===== config.mk =====
export PLATFORM = sky130hd
export DESIGN_NAME = murmur_hash2_32_top
export DESIGN_NICKNAME = d
export VERILOG_FILES = /design/src/rtl/mh2_pkg.sv /design/src/rtl/mh2_dp.sv /design/src/rtl/mh2_ctrl.sv /design/src/rtl/murmur_hash2_32_top.sv
export SDC_FILE = /design/constraint.sdc
export NUM_CORES = 1
export LEC_CHECK = 0
export ABC_AREA = 1
export BUFFER_PORTS_ARGS = -buffer_cell sky130_fd_sc_hd__buf_2
export CORE_ASPECT_RATIO = 0.75
export CORE_MARGIN = 2
export CORE_UTILIZATION = 30
export CTS_CLUSTER_DIAMETER = 80
export DETAILED_ROUTE_END_ITERATION = 6
export PLACE_DENSITY = 0.55
export SLEW_MARGIN = 30
export SYNTH_ARGS = -nofsm -noshare
export SYNTH_HDL_FRONTEND = slang
export SYNTH_SLANG_ARGS = --single-unit

===== constraint.sdc =====
create_clock -name clk_i -period 11.2 [get_ports clk_i]
set_input_delay 0.56 -clock clk_i [delete_from_list [all_inputs] [get_ports clk_i]]
set_output_delay 0.56 -clock clk_i [all_outputs]
set_load 0.01 [all_outputs]

===== src/rtl/mh2_pkg.sv =====
// mh2_pkg: shared types and constants for the murmurhash2 32-bit block
`default_nettype none

package mh2_pkg;

  // mixing constants and seed reset value
  localparam logic [31:0] MixMul     = 32'h5bd1_e995;
  localparam int unsigned MixShift   = 24;
  localparam int unsigned FinShiftA  = 13;
  localparam int unsigned FinShiftB  = 15;
  localparam logic [31:0] SeedReset  = 32'hEE6B_27EB;

  // register indexes on the configuration port
  localparam logic RegSeed = 1'b0;

  // operand select for the shared multiplier
  typedef enum logic [1:0] {
    OPA_WORD   = 2'd0,
    OPA_KSHIFT = 2'd1,
    OPA_HMIX   = 2'd2,
    OPA_HFIN   = 2'd3
  } mh2_opa_e;

  // commands from the controller to the datapath
  typedef struct packed {
    logic     load;
    logic     tail;
    mh2_opa_e opa;
    logic     k_we;
    logic     h_we;
    logic     h_xor_k;
    logic     fin_we;
  } mh2_cmd_t;

endpackage

`default_nettype wire


===== src/rtl/mh2_dp.sv =====
// mh2_dp: hash datapath with one shared 32x32 multiplier
`default_nettype none

module mh2_dp
  import mh2_pkg::*;
(
  input  wire logic        clk_i,
  input  wire logic        rst_ni,
  input  wire mh2_cmd_t    cmd_i,
  input  wire logic [31:0] seed_i,
  input  wire logic [31:0] data_word_i,
  input  wire logic [2:0]  byte_count_i,
  input  wire logic [31:0] total_length_i,
  input  wire logic        first_item_i,
  output logic      [31:0] hash_value_o
);

  logic [31:0] h_q, h_d;
  logic [31:0] k_q;
  logic [31:0] hash_q;
  logic [31:0] mul_a;
  logic [31:0] prod;
  logic [31:0] base;
  logic [31:0] tail_mask;
  logic [31:0] fin_val;

  // multiplier operand select
  always_comb begin
    case (cmd_i.opa)
      OPA_WORD:   mul_a = data_word_i;
      OPA_KSHIFT: mul_a = k_q ^ (k_q >> MixShift);
      OPA_HMIX:   mul_a = h_q;
      OPA_HFIN:   mul_a = h_q ^ (h_q >> FinShiftA);
      default:    mul_a = h_q;
    endcase
  end

  assign prod = mul_a * MixMul;

  // tail byte mask
  always_comb begin
    case (byte_count_i[1:0])
      2'd1:    tail_mask = 32'h0000_00FF;
      2'd2:    tail_mask = 32'h0000_FFFF;
      2'd3:    tail_mask = 32'h00FF_FFFF;
      default: tail_mask = 32'h0000_0000;
    endcase
  end

  // start value of the accumulator for an item
  assign base    = first_item_i ? (seed_i ^ total_length_i) : h_q;
  assign fin_val = h_q ^ (h_q >> FinShiftB);

  // accumulator next value
  always_comb begin
    h_d = h_q;
    if (cmd_i.load) begin
      h_d = cmd_i.tail ? (base ^ (data_word_i & tail_mask)) : base;
    end else if (cmd_i.h_we) begin
      h_d = cmd_i.h_xor_k ? (prod ^ k_q) : prod;
    end else if (cmd_i.fin_we) begin
      h_d = fin_val;
    end
  end

  // accumulator
  always_ff @(posedge clk_i or negedge rst_ni) begin
    if (!rst_ni) begin
      h_q <= '0;
    end else begin
      h_q <= h_d;
    end
  end

  // word product and output holding register
  always_ff @(posedge clk_i) begin
    if (cmd_i.k_we) begin
      k_q <= prod;
    end
    if (cmd_i.fin_we) begin
      hash_q <= fin_val;
    end
  end

  assign hash_value_o = hash_q;

endmodule

`default_nettype wire


===== src/rtl/mh2_ctrl.sv =====
// mh2_ctrl: sequencing state machine and item handshakes
`default_nettype none

module mh2_ctrl
  import mh2_pkg::*;
(
  input  wire logic       clk_i,
  input  wire logic       rst_ni,
  input  wire logic       data_valid_i,
  output logic            data_ready_o,
  input  wire logic [2:0] byte_count_i,
  input  wire logic       last_item_i,
  output logic            hash_valid_o,
  input  wire logic       hash_ready_i,
  output mh2_cmd_t        cmd_o
);

  typedef enum logic [5:0] {
    S_IDLE    = 6'b000001,
    S_MIX_K2  = 6'b000010,
    S_MIX_H   = 6'b000100,
    S_TAIL    = 6'b001000,
    S_FIN_MUL = 6'b010000,
    S_FIN_OUT = 6'b100000
  } mh2_state_e;

  mh2_state_e state_q, state_d;
  logic       last_q, last_d;
  logic       out_valid_q, out_valid_d;
  logic       accept;
  logic       full_word;
  logic       tail_bytes;
  logic       out_free;

  // input side is open only while idle
  assign data_ready_o = (state_q == S_IDLE);

  assign accept     = data_valid_i && data_ready_o;
  assign full_word  = !last_item_i || byte_count_i[2];
  assign tail_bytes = last_item_i && !byte_count_i[2] && (byte_count_i[1:0] != 2'd0);
  assign out_free   = !out_valid_q || hash_ready_i;

  // next state and datapath commands
  always_comb begin
    state_d       = state_q;
    last_d        = last_q;
    cmd_o         = '0;
    cmd_o.opa     = OPA_WORD;
    unique case (state_q)
      S_IDLE: begin
        cmd_o.load   = accept;
        cmd_o.tail   = tail_bytes;
        cmd_o.k_we   = accept;
        if (accept) begin
          last_d = last_item_i;
          if (full_word) begin
            state_d = S_MIX_K2;
          end else if (tail_bytes) begin
            state_d = S_TAIL;
          end else begin
            state_d = S_FIN_MUL;
          end
        end
      end
      S_MIX_K2: begin
        cmd_o.opa  = OPA_KSHIFT;
        cmd_o.k_we = 1'b1;
        state_d    = S_MIX_H;
      end
      S_MIX_H: begin
        cmd_o.opa     = OPA_HMIX;
        cmd_o.h_we    = 1'b1;
        cmd_o.h_xor_k = 1'b1;
        state_d       = last_q ? S_FIN_MUL : S_IDLE;
      end
      S_TAIL: begin
        cmd_o.opa  = OPA_HMIX;
        cmd_o.h_we = 1'b1;
        state_d    = S_FIN_MUL;
      end
      S_FIN_MUL: begin
        cmd_o.opa  = OPA_HFIN;
        cmd_o.h_we = 1'b1;
        state_d    = S_FIN_OUT;
      end
      S_FIN_OUT: begin
        cmd_o.opa    = OPA_HFIN;
        cmd_o.fin_we = out_free;
        if (out_free) begin
          state_d = S_IDLE;
        end
      end
      default: begin
        state_d = S_IDLE;
      end
    endcase
  end

  // output item valid
  always_comb begin
    out_valid_d = out_valid_q;
    if (cmd_o.fin_we) begin
      out_valid_d = 1'b1;
    end else if (hash_ready_i) begin
      out_valid_d = 1'b0;
    end
  end

  // control registers
  always_ff @(posedge clk_i or negedge rst_ni) begin
    if (!rst_ni) begin
      state_q     <= S_IDLE;
      last_q      <= 1'b0;
      out_valid_q <= 1'b0;
    end else begin
      state_q     <= state_d;
      last_q      <= last_d;
      out_valid_q <= out_valid_d;
    end
  end

  assign hash_valid_o = out_valid_q;

endmodule

`default_nettype wire


===== src/rtl/murmur_hash2_32_top.sv =====
// murmur_hash2_32_top: streaming 32-bit murmurhash2 with seed register
//
//  channel  | handshake                  | payload
//  ---------+----------------------------+------------------------------------------
//  data in  | data_valid_i/data_ready_o  | data_word, byte_count, total_length, flags
//  hash out | hash_valid_o/hash_ready_i  | hash_value
//  config   | psel/penable/pwrite/pready | seed at byte address 0
//
// a word item is mixed by three dependent multiplies through one shared 32x32 multiplier
// a last item: word mix, tail multiply or neither, then final multiply and output step
// the hash is registered; the next item is taken while it waits to be collected
// a finished hash stalls in the output step only while the previous one is still held
// reset is asynchronous, active low; the seed resets to 0xEE6B27EB, the hash accumulator to zero
`default_nettype none

module murmur_hash2_32_top
  import mh2_pkg::*;
(
  input  wire logic        clk_i,
  input  wire logic        rst_ni,
  // data items
  input  wire logic        data_valid_i,
  output logic             data_ready_o,
  input  wire logic [31:0] data_word_i,
  input  wire logic [2:0]  byte_count_i,
  input  wire logic [31:0] total_length_i,
  input  wire logic        first_item_i,
  input  wire logic        last_item_i,
  // hash items
  output logic             hash_valid_o,
  input  wire logic        hash_ready_i,
  output logic      [31:0] hash_value_o,
  // configuration
  input  wire logic        psel,
  input  wire logic        penable,
  input  wire logic        pwrite,
  input  wire logic [2:0]  paddr,
  input  wire logic [31:0] pwdata,
  output logic      [31:0] prdata,
  output logic             pready
);

  logic [31:0] seed_q;
  logic        seed_we;
  mh2_cmd_t    cmd;

  // seed register write
  assign pready  = 1'b1;
  assign seed_we = psel && penable && pwrite && pready && (paddr[2] == RegSeed);

  always_ff @(posedge clk_i or negedge rst_ni) begin
    if (!rst_ni) begin
      seed_q <= SeedReset;
    end else if (seed_we) begin
      seed_q <= pwdata;
    end
  end

  // register readback
  assign prdata = (paddr[2] == RegSeed) ? seed_q : 32'h0;

  mh2_ctrl u_ctrl (
    .clk_i        (clk_i),
    .rst_ni       (rst_ni),
    .data_valid_i (data_valid_i),
    .data_ready_o (data_ready_o),
    .byte_count_i (byte_count_i),
    .last_item_i  (last_item_i),
    .hash_valid_o (hash_valid_o),
    .hash_ready_i (hash_ready_i),
    .cmd_o        (cmd)
  );

  mh2_dp u_dp (
    .clk_i          (clk_i),
    .rst_ni         (rst_ni),
    .cmd_i          (cmd),
    .seed_i         (seed_q),
    .data_word_i    (data_word_i),
    .byte_count_i   (byte_count_i),
    .total_length_i (total_length_i),
    .first_item_i   (first_item_i),
    .hash_value_o   (hash_value_o)
  );

endmodule

`default_nettype wire


==> metrics.yaml <==
clock_tree:
  cts_inserted_buffers: 17
  htreeDepth: 4
  cts_resized: 0
  cts_tree: "built"
  clock_sinks: 136
  clock_latency_ns: 0.44
  clockRootBuffer: "clkbuf_16"
  path_clk_slew_ns: 0.07
  cts.path.max_buffers: 2
detailed_routing:
  antenna_left: 0
  routed_wl_microns: 54700
  wl_per_cell_microns: 18.7
  route.detailed.drc: 0
  vias_per_cell: 4.82
  firstDrtPassIters: 6
  first_iter_violations: 1262
  vias: 14100
min_path:
  min_path_type: "in -> reg"
setup_path:
  path_max_fanout: 16
  startpoint_type: "flop"
  critPathKind: "reg -> reg"
  crit_top_cell: "inv_1"
  max_stage_delay_ns: 0.91
  cp.required_ns: 11.52
  cpMaxStageDelayCell: "a31oi_1"
  crit_path_end_kind: "flop"
  critPathArrivalTime_ns: 9.95
timing:
  clock_skew_ns: 0.0118
  min_period_ns: 9.62
  min_period_over_period: 0.859
  worst_slew_pin_slew_ns: 0.998
  fin_setup_tns_ns: 0
  finalSetupViolCount: 0
  rsz0062_at_grt: "no"
  clock.fmax_mhz: 104
  relSlewSlack: 0.334
  drv_slew: 0
  hold_viol_final: 0
flow_run:
  maxCapViolCount: 0
synthesis:
  syn_area_sq_um: 17200
  synthesis.nets: 2513
  synth_edf_count: 64
  synthMostInstantiatedCell: "inv_1"
  synthCells: 2005
  ys_ff_latch: 136
  ys_seq_area_frac: 0.219
  syn_avg_cell_area_sq_um: 8.56
  synth_area_leaders: "fa_1, ha_1, edfxtp_1"
  synthDominantCellAreaShare: 0.211
  netlist_top_cells_count: "inv_1, nand2_1, ha_1"
  synth_ff_type: "edfxtp_1"
  ys_warn_count: 0
  synth_top_area_cell: "fa_1"
  synthArstFlopShare: 0.529
  synth_cell_type_count: 63
placed_design:
  port_buffers: 174
  place.gp.congestion: 0.930
  post-dp-hpwl_microns: 45000
layout:
  drive_above_1_share: 0.140
  diodes: 0
  syn_to_final_growth_pct: 14.0
  fin_nets: 2693
  nFillCells: 5832
floorplan:
  io_pins: 178
  initial_utilization: 0.305
  die_y_microns: 211
  dieArea_sq_um: 59100
  die_w_microns: 280
  fp-row-count: 75
  core_area_sq_um: 56200
global_route:
  antenna_found_initial: 1
  grt_pass1_wl_microns: 83600
  grt_max_degree: 66
  grtUsageTotal: 0.187
  overflow: 0
  grt_pass1_vias: 14500
run_status:
  status: "complete, no violations"
metrics by stage:
step	hold WS (ns)	setup WS (ns)	util	cells	instance area (sq um)
2_1_floorplan	0.264	3.22	-	2005	17200
3_3_place_gp	0.386	1.98	0.338	2896	19000
3_5_place_dp	0.391	1.86	0.338	2896	19000
4_1_cts	0.334	1.79	0.348	2929	19600
5_1_grt	0.351	1.19	0.348	2929	19600
6_report	0.347	1.58	0.348	2929	19600
cell families after synthesis:
logic type | after synthesis | share of synthesized area
AOI/OAI and AO/OA | 237 | 0.0820
adders and majority gates | 397 | 0.369
buffers and inverters | 567 | 0.126
xor gates and xnor gates | 114 | 0.0604
and+or+nand+nor | 552 | 0.144
muxes | 1 | 0.000583
other | 1 | 0.000219
DFF | 136 | 0.219
path summary, 6_finish.rpt:
kind | from | cells past startpoint | endpoint | slack (ns)
worst max-delay path | u_ctrl.state_q[0] | 33 | u_dp.h_q[31] | 1.58
worst min-delay path | pwdata[1] | 3 | seed_q[1] | 0.35
worst max register to register | u_ctrl.state_q[0] | 33 | u_dp.h_q[31] | 1.58
worst min register to register | seed_q[9] | 2 | seed_q[9] | 0.49
max in group asynchronous | rst_ni | 3 | u_ctrl.state_q[1] | 9.86
min in group asynchronous | rst_ni | 2 | u_dp.h_q[9] | 0.48
registers in the layout (all words and copies together) (netlist names):
name and count:
u_dp.h_q 32, u_dp.k_q 32, seed_q 32, u_ctrl.state_q 6, u_ctrl.hash_valid_o 1, u_dp.hash_value_o 32
u_ctrl.last_q 1
worst max-delay path, delay by kind of cell (launching register included):
family | cells | cell delay (ns)
DFF | 1 | 0.57
adders and majority gates | 9 | 4.16
AOI/OAI and AO/OA | 6 | 1.83
and+or+nand+nor | 9 | 2.14
buffers and inverters | 9 | 0.79
cells in the final DEF (no fill, tap or decap), drive strengths merged, types with 2 or more instances in the layout:
| cell | synthesis | layout |
|---|---|---|
| clkbuf | 34 | 19 |
| xor3 | 2 | 2 |
| clkinvlp | 0 | 2 |
| clkinv | 2 | 8 |
| o21ai | 60 | 60 |
| nor4 | 2 | 2 |
| edfxtp | 64 | 64 |
| nand3b | 13 | 13 |
| dfstp | 22 | 22 |
| nor2 | 154 | 154 |
| or2 | 9 | 9 |
| a31oi | 10 | 10 |
| o211ai | 6 | 6 |
| a22oi | 5 | 5 |
| a32oi | 9 | 9 |
| xor2 | 70 | 70 |
| nand4 | 17 | 17 |
| a31o | 3 | 3 |
| a21oi | 100 | 100 |
| xnor2 | 42 | 42 |
| a221oi | 5 | 5 |
| o22ai | 16 | 16 |
| dfrtp | 50 | 50 |
| inv | 519 | 523 |
| a21o | 4 | 4 |
| o21bai | 7 | 7 |
| buf | 12 | 206 |
| o21a | 2 | 2 |
| nand2 | 242 | 242 |
| nand3 | 96 | 96 |
| o221ai | 4 | 4 |
| nor3 | 15 | 15 |
| a41oi | 2 | 2 |
| ha | 216 | 216 |
| a21boi | 3 | 3 |
| fa | 181 | 181 |
cell type report:
class                      instances  area, sq um  area share
clock buffer                      19          433      0.0221
clock inverter                    13          121     0.00620
inverter                         521         1960       0.100
multi-input combinational       1302        11300       0.575
sequential                       136         3750       0.192
tap                              731          915      0.0467
timing repair buffer             207         1130      0.0576
timing repair:
| item | CTS | global route |
|---|---|---|
| endpoints found under the hold margin | 7 | 0 |
| hold buffers | 1 | 0 |
| setup buffers | 0 | 0 |
metal layers:
metal	track usage	vias up	part of all wire
met5	0	-	0
met4	0.0332	0	0.014
met3	0.0475	63	0.090
met2	0.272	482	0.42
met1	0.280	6965	0.48
li1	-	6622	-
Power is not shown: default switching activity piles up to over one toggle a cycle in this logic, so the estimate is an artifact.
